===== src/rtl/olia_pkg.sv =====
`default_nettype none
// ----------------------------------------------------------------------------
// olia_pkg
// Shared types and constants of the ordered list insert block.
// ----------------------------------------------------------------------------
package olia_pkg;

  localparam int DepthDefault = 32;
  localparam int CmdW         = 2;
  localparam int PosW         = 7;
  localparam int ValW         = 32;
  localparam int StatW        = 3;

  typedef enum logic [CmdW-1:0] {
    CMD_APPEND = 2'd0,
    CMD_INSERT = 2'd1,
    CMD_READ   = 2'd2
  } cmd_e;

  typedef enum logic [StatW-1:0] {
    ST_STORED = 3'd0,
    ST_BEYOND = 3'd1,
    ST_FULL   = 3'd2,
    ST_EMPTY  = 3'd3,
    ST_READ   = 3'd4
  } stat_e;

  typedef enum logic [2:0] {
    SEL_HOLD = 3'd0,
    SEL_NEW  = 3'd1,
    SEL_PREV = 3'd2,
    SEL_NEXT = 3'd3,
    SEL_HEAD = 3'd4
  } sel_e;

  typedef enum logic [1:0] {
    S_IDLE = 2'b01,
    S_READ = 2'b10
  } state_e;

  typedef struct packed {
    logic [CmdW-1:0] command;
    logic [PosW-1:0] position;
    logic [ValW-1:0] value;
  } in_t;

  typedef struct packed {
    logic [StatW-1:0] status;
    logic [ValW-1:0]  element;
    logic             last;
  } out_t;

  typedef struct packed {
    sel_e            sel;
    logic [ValW-1:0] value;
  } cell_ctrl_t;

endpackage
`default_nettype wire


===== src/rtl/olia_cell.sv =====
`default_nettype none
// ----------------------------------------------------------------------------
// olia_cell
// One list slot: holds, loads a new value, or takes a neighbor's or the head slot's value.
// ----------------------------------------------------------------------------
module olia_cell import olia_pkg::*; (
  input  wire logic             clk_i,
  input  wire cell_ctrl_t       ctrl_i,
  input  wire logic [ValW-1:0]  prev_i,
  input  wire logic [ValW-1:0]  next_i,
  input  wire logic [ValW-1:0]  head_i,
  output logic      [ValW-1:0]  data_o
);

  logic [ValW-1:0] data_q, data_d;

  always_comb begin
    unique case (ctrl_i.sel)
      SEL_NEW:  data_d = ctrl_i.value;
      SEL_PREV: data_d = prev_i;
      SEL_NEXT: data_d = next_i;
      SEL_HEAD: data_d = head_i;
      default:  data_d = data_q;
    endcase
  end

  always_ff @(posedge clk_i) begin
    data_q <= data_d;
  end

  assign data_o = data_q;

endmodule
`default_nettype wire


===== src/rtl/ordered_list_insert_at_position.sv =====
`default_nettype none
// ----------------------------------------------------------------------------
// ordered_list_insert_at_position
// Ordered list of up to DEPTH values kept in a row of slot cells.
// ----------------------------------------------------------------------------
// channel  direction  handshake                 payload
// in       input      in_valid_i / in_stall_o   in_data_i  (in_t)
// out      output     out_valid_o / out_stall_i out_data_o (out_t)
//
// append writes the next free slot; insert writes its slot and all later slots shift up together
// read first enters the read state, then gives one element per cycle while the output is not
// stalled, as the row rotates once through the list
// one item at a time; the next transfer waits for the read to finish
// reset clears the count; slot contents are not reset
// a stalled result holds the output register and blocks new input
// ----------------------------------------------------------------------------
module ordered_list_insert_at_position import olia_pkg::*; #(
  parameter int DEPTH = DepthDefault
) (
  input  wire logic clk_i,
  input  wire logic rst_ni,
  input  wire logic in_valid_i,
  output logic      in_stall_o,
  input  wire in_t  in_data_i,
  output logic      out_valid_o,
  input  wire logic out_stall_i,
  output out_t      out_data_o
);

  localparam int CntW = $clog2(DEPTH + 1);

  state_e          state_q, state_d;
  logic [CntW-1:0] used_q, used_d;
  logic [CntW-1:0] rd_cnt_q, rd_cnt_d;
  logic            out_valid_q, out_valid_d;
  out_t            out_q, out_d;

  logic [ValW-1:0] cell_data [DEPTH];
  cell_ctrl_t      cell_ctrl [DEPTH];

  logic            in_acc, out_free;
  logic [PosW-1:0] pos_eff, used_ext;
  logic            beyond, full, rd_last;
  logic            do_app, do_ins, do_rot;

  assign out_free = !out_valid_q || !out_stall_i;
  assign in_stall_o = (state_q != S_IDLE) || !out_free;
  assign in_acc = in_valid_i && !in_stall_o;

  assign pos_eff = (in_data_i.position == '0) ? PosW'(1) : in_data_i.position;
  assign used_ext = PosW'(used_q);
  assign beyond = pos_eff > used_ext;
  assign full = used_q == CntW'(DEPTH);
  assign rd_last = rd_cnt_q == (used_q - CntW'(1));

  assign do_app = in_acc && (in_data_i.command == CMD_APPEND) && !full;
  assign do_ins = in_acc && (in_data_i.command == CMD_INSERT) && !beyond && !full;
  assign do_rot = (state_q == S_READ) && out_free;

  always_comb begin
    state_d     = state_q;
    used_d      = used_q;
    rd_cnt_d    = rd_cnt_q;
    out_d       = out_q;
    out_valid_d = out_valid_q && out_stall_i;
    if (in_acc) begin
      out_d.element = '0;
      out_d.last    = 1'b1;
      unique case (in_data_i.command)
        CMD_APPEND: begin
          out_valid_d  = 1'b1;
          out_d.status = full ? ST_FULL : ST_STORED;
          if (!full) used_d = used_q + CntW'(1);
        end
        CMD_INSERT: begin
          out_valid_d = 1'b1;
          if (beyond) out_d.status = ST_BEYOND;
          else if (full) out_d.status = ST_FULL;
          else begin
            out_d.status = ST_STORED;
            used_d       = used_q + CntW'(1);
          end
        end
        CMD_READ: begin
          if (used_q == '0) begin
            out_valid_d  = 1'b1;
            out_d.status = ST_EMPTY;
          end else begin
            state_d  = S_READ;
            rd_cnt_d = '0;
          end
        end
        default: ;
      endcase
    end else if (do_rot) begin
      out_valid_d   = 1'b1;
      out_d.status  = ST_READ;
      out_d.element = cell_data[0];
      out_d.last    = rd_last;
      rd_cnt_d      = rd_cnt_q + CntW'(1);
      if (rd_last) state_d = S_IDLE;
    end
  end

  for (genvar i = 0; i < DEPTH; i++) begin : g_cell
    logic [PosW-1:0] idx;
    logic [ValW-1:0] prev_w, next_w;

    assign idx = PosW'(i);

    if (i == 0) begin : g_first
      assign prev_w = cell_data[0];
    end else begin : g_mid
      assign prev_w = cell_data[i-1];
    end
    if (i < DEPTH - 1) begin : g_nxt
      assign next_w = cell_data[i+1];
    end else begin : g_end
      assign next_w = cell_data[0];
    end

    always_comb begin
      cell_ctrl[i].value = in_data_i.value;
      cell_ctrl[i].sel   = SEL_HOLD;
      if (do_app && (idx == used_ext)) begin
        cell_ctrl[i].sel = SEL_NEW;
      end else if (do_ins && (idx == pos_eff)) begin
        cell_ctrl[i].sel = SEL_NEW;
      end else if (do_ins && (idx > pos_eff) && (idx <= used_ext)) begin
        cell_ctrl[i].sel = SEL_PREV;
      end else if (do_rot && (idx == used_ext - PosW'(1))) begin
        cell_ctrl[i].sel = SEL_HEAD;
      end else if (do_rot && (idx < used_ext)) begin
        cell_ctrl[i].sel = SEL_NEXT;
      end
    end

    olia_cell u_cell (
      .clk_i  (clk_i),
      .ctrl_i (cell_ctrl[i]),
      .prev_i (prev_w),
      .next_i (next_w),
      .head_i (cell_data[0]),
      .data_o (cell_data[i])
    );
  end

  always_ff @(posedge clk_i or negedge rst_ni) begin
    if (!rst_ni) begin
      state_q     <= S_IDLE;
      used_q      <= '0;
      rd_cnt_q    <= '0;
      out_valid_q <= 1'b0;
    end else begin
      state_q     <= state_d;
      used_q      <= used_d;
      rd_cnt_q    <= rd_cnt_d;
      out_valid_q <= out_valid_d;
    end
  end

  always_ff @(posedge clk_i) begin
    out_q <= out_d;
  end

  assign out_valid_o = out_valid_q;
  assign out_data_o  = out_q;

  a_used_range: assert property (@(posedge clk_i) disable iff (!rst_ni)
    used_q <= CntW'(DEPTH))
    else $error("element count above depth");

  a_read_blocks_input: assert property (@(posedge clk_i) disable iff (!rst_ni)
    (state_q == S_READ) |-> in_stall_o)
    else $error("input taken during read out");

  a_read_count_stable: assert property (@(posedge clk_i) disable iff (!rst_ni)
    (state_q == S_READ) |=> (used_q == $past(used_q)))
    else $error("element count changed during read out");

  a_last_ends_read: assert property (@(posedge clk_i) disable iff (!rst_ni)
    (out_valid_q && out_q.status == ST_READ && out_q.last) |-> (state_q == S_IDLE))
    else $error("read out still running after last element");

endmodule
`default_nettype wire

===== config.mk =====
export PLATFORM = sky130hd
export DESIGN_NAME = ordered_list_insert_at_position
export DESIGN_NICKNAME = d
export VERILOG_FILES = /design/src/rtl/olia_pkg.sv /design/src/rtl/olia_cell.sv /design/src/rtl/ordered_list_insert_at_position.sv
export SDC_FILE = /design/constraint.sdc
export NUM_CORES = 2
export LEC_CHECK = 0
export ABC_AREA = 1
export ABC_CLOCK_PERIOD_IN_PS = 7700
export CORE_ASPECT_RATIO = 0.7
export CORE_MARGIN = 2
export CORE_UTILIZATION = 44
export CTS_BUF_LIST = sky130_fd_sc_hd__clkbuf_4
export DETAILED_ROUTE_END_ITERATION = 7
export DONT_BUFFER_PORTS = 1
export HOLD_SLACK_MARGIN = 0.05
export PLACE_DENSITY_LB_ADDON = 0.05
export SLEW_MARGIN = 20
export SYNTH_ARGS = -nofsm -noshare
export SYNTH_HDL_FRONTEND = slang
export SYNTH_HIERARCHICAL = 1
export SYNTH_SLANG_ARGS = --single-unit

===== constraint.sdc =====
create_clock -name clk_i -period 7.7 [get_ports clk_i]
set_clock_uncertainty 0.1 [all_clocks]
set_input_delay 2.31 -clock clk_i [delete_from_list [all_inputs] [get_ports clk_i]]
set_output_delay 2.31 -clock clk_i [all_outputs]
set_load 0.02 [all_outputs]

==> impl_results.md <==
- Crit path kind: in2reg
- DP HPWL: 231000 microns
- Top post-synthesis cells by area: edfxtp_1, nand3_1, nand2_1
- Tightest Pin Transition: 1.07 ns
- Vias in the first global route: between 70000 and 80000
- Drt pass-1 iters: 6
- Die area: ~190000 sq um
- Minimum clock period: just over 6 ns
- Post-synth top flop: edfxtp_1
- CTS tree: done
- Initial antenna violation count: 9
- Clk_lat worst skew: ~1.3 ns
- Worst EP required: 8.39 ns
- Initial Util: between 40 and 50%
- Startpoint type of the worst setup path: input pin
- Max-slew headroom: approximately 29%
- Worst-case reg-to-reg path depth: 16
- Port buffer count: 0
- Largest net degree at the start of global routing: 47
- Power Dens Cells: between 100 and 150 nW/um^2
- Post-synth top area cell: edfxtp_1
- Final Slew Violations: 0
- CTS Buffer Depth: 4
- Most frequent cell after synthesis: nand2_1
- Post-synthesis cell type count: 48
- CORE AREA: 183000 sq um
- Net Sw Frac: between 20% and 30%
- Max capacitance violation total: 0
- Clock power frac: around 46%
- Critical Path AT: ~6.8 ns
- Num CTS Buffers: approximately 310
- Grt ovf: 0
- Synthesis-to-finish area growth: 3.24%
- Cts repair resizes: 0
- Via count: around 81000
- Tot GR Track Use: approximately 37%
- Drt wl/cell: about 27 microns
- FMAX: 165 MHz
- Post-synthesis sequential area ratio: approximately two fifths
- Synth Net Count: 11300
- Avg Vias per Cell: 6.02
- Post-route cell area: around 84000 sq um
- Async set or reset register ratio after synthesis: roughly 1.4%
- Post-synth top area share: between 30% and 40%
- CP max FO: 33
- Post-route antenna net violation count: 0
- Global-route wire length before repair: 516000 microns
- Syn_area_per_cell: 7.24 sq um
- Post CTS Setup Buffer Count: 0
- Layout cells sized above 1: 11.8%
- Outcome: completed
- VDD IR max: 0.000125 V
- Initial drt markers: 12700
- Die width: between 500 and 600 microns
- Clk slew on worst S/H paths: around 0.06 ns
- DIE HEIGHT: 363 microns
- Combinational power share: under 10%
- Top Ports: 83
- FP Rows: around 130
- CTS sink count: between 1000 and 1500
- Leakage: ~0.04 uW
- Flop pwr share: between 50% and 60%
- Root Buffer: clkbuf_4
- H-tree Lvls: 5
- Final setup fails: 0
- Hold Path Class: reg2reg
- CP Capture Type: flop
- Final Hold Viols: 0
- Post-Route WL: roughly 360000 microns
- Fillers: ~19000
- Net Sw Power: 2970 uW
- Setup TNS: 0 ns
- EDFF count, synth: just over 1000
- Cells after Synth: ~11000
- Mapped cell area: a little over 80000 sq um
- Hold_buf cts: 0
- DRC violations left: 0
- Hold Crit Depth: 2
- Final period util: between 70 and 80%
- Final Net Count: roughly 11000
- RSZ-0062 raised after global routing: no
- Internal cell power: 9440 uW
- Post-synth top cells: nand2_1, nand3_1, nor2_1
- Number of synthesis warnings: 6
- Placed inst area: approximately 80000 sq um
- Placer congestion estimate: 0.960
- Flops & latches, synth: ~1100
## kinds of logic (layout without fill, tap and decap cells)
kind of cell    after synthesis  count (layout)  share of synthesized area [%]
buf+inv                    2077            1927                           13.5
compound gates              138             138                          0.927
flops                      1075            1075                           39.4
xor+xnor                      5               5                         0.0541
other cells                   0               5                              0
fa+ha+maj                    18              18                          0.278
simple gates               7877            7877                           45.9
## registers in the layout, indices dropped and copies added (netlist names)
| register | cells |
|---|---|
| out_valid_o | 1 |
| rd_cnt_q | 6 |
| g_cell.u_cell/data_o | 1024 |
| used_q | 6 |
| out_data_o | 36 |
| state_q | 2 |
## cell type report
cell class / instances / area, sq um / share of cell area [%]
antenna: 5 / 12.5 / 0.0150
clock inverter: 55 / 344 / 0.412
tap: 2460 / 3080 / 3.68
sequential: 1075 / 31900 / 38.1
multi-input combinational: 8038 / 38500 / 46.1
inverter: 1177 / 4500 / 5.39
timing repair buffer: 224 / 1740 / 2.09
clock buffer: 471 / 3540 / 4.23
## cell usage in the layout, fill, tap and decap left out, types with 5 or more instances in the layout
master	netlist	layout
o22ai_1	5	5
inv_2	17	22
diode_2	0	5
buf_4	132	219
dfxtp_1	33	33
nor2_1	1855	1837
clkinv_1	1	39
nand2_1	2308	2308
nor2_8	34	34
nand3b_4	32	32
inv_4	34	34
or2_2	5	5
or2_1	6	6
a21oi_4	0	13
nand3_1	2159	2158
ha_1	18	18
a21oi_1	27	14
nor2_2	330	344
edfxtp_1	1027	1027
o21ai_0	68	67
dfrtp_1	14	14
clkbuf_4	0	471
nor3_1	17	17
inv_1	1125	1124
nand4_1	1034	1034
buf_12	0	5
o21ai_1	17	16
nand2_2	71	71
a21boi_4	0	8
nand3b_1	5	5
nor2_4	5	9
xor2_1	5	5
## per-stage QoR
stage	worst slack, ns	util [%]	hold WS (ns)	cells	total power [uW]
2_1_floorplan	1.97	-	0.370	11200	6780
3_3_place_gp	0.611	43.7	0.402	13000	6800
3_5_place_dp	0.534	43.7	0.407	13000	6820
4_1_cts	1.79	45.8	0.415	13500	12500
5_1_grt	1.35	45.8	0.457	13500	12800
6_report	1.63	45.8	0.410	13500	12400
## path summary, 6_finish.rpt
kind	slack, ns	to	startpoint
max in group asynchronous	6.62	state_q[0]	rst_ni
min reg2reg	0.41	state_q[0]	state_q[0]
max	1.63	g_cell[20].u_cell/data_o[22]	in_data_i[37]
min	0.41	state_q[0]	state_q[0]
max reg2reg	2.24	g_cell[21].u_cell/data_o[18]	used_q[1]
min in group asynchronous	0.65	out_valid_o	rst_ni
## metal layers
layer	GRT usage (%)	part of all wire, %
met1	54.9	43
met2	49.4	39
met3	13.3	15
met4	10.8	3.0
met5	0	0.010
## power groups by stage
stage               Clock (uW)  Combinational [uW]  Sequential [uW]
global placement             0                 282             6520
floorplan                    0                 263             6520
global route              6080                 356             6390
detailed placement           0                 297             6520
finish                    5720                 299             6390
CTS                       5810                 297             6390
## critical path, cell delays in order
cell     delay, ns
nor2_1        0.12
nand2_1       0.10
nor2_1        0.24
nand2_1       0.11
nand2_2       0.19
inv_1         0.16
ha_1          0.31
nand4_1       0.12
nand2_1       0.12
nand3_2       0.33
inv_2         0.49
nand2_1       0.11
o21ai_1       0.16
nor2_2        0.13
nor2_8        0.43
nand2_2       0.59
nand2_1       0.21
buf_4         0.44
Power figures use the tool's default switching activity.
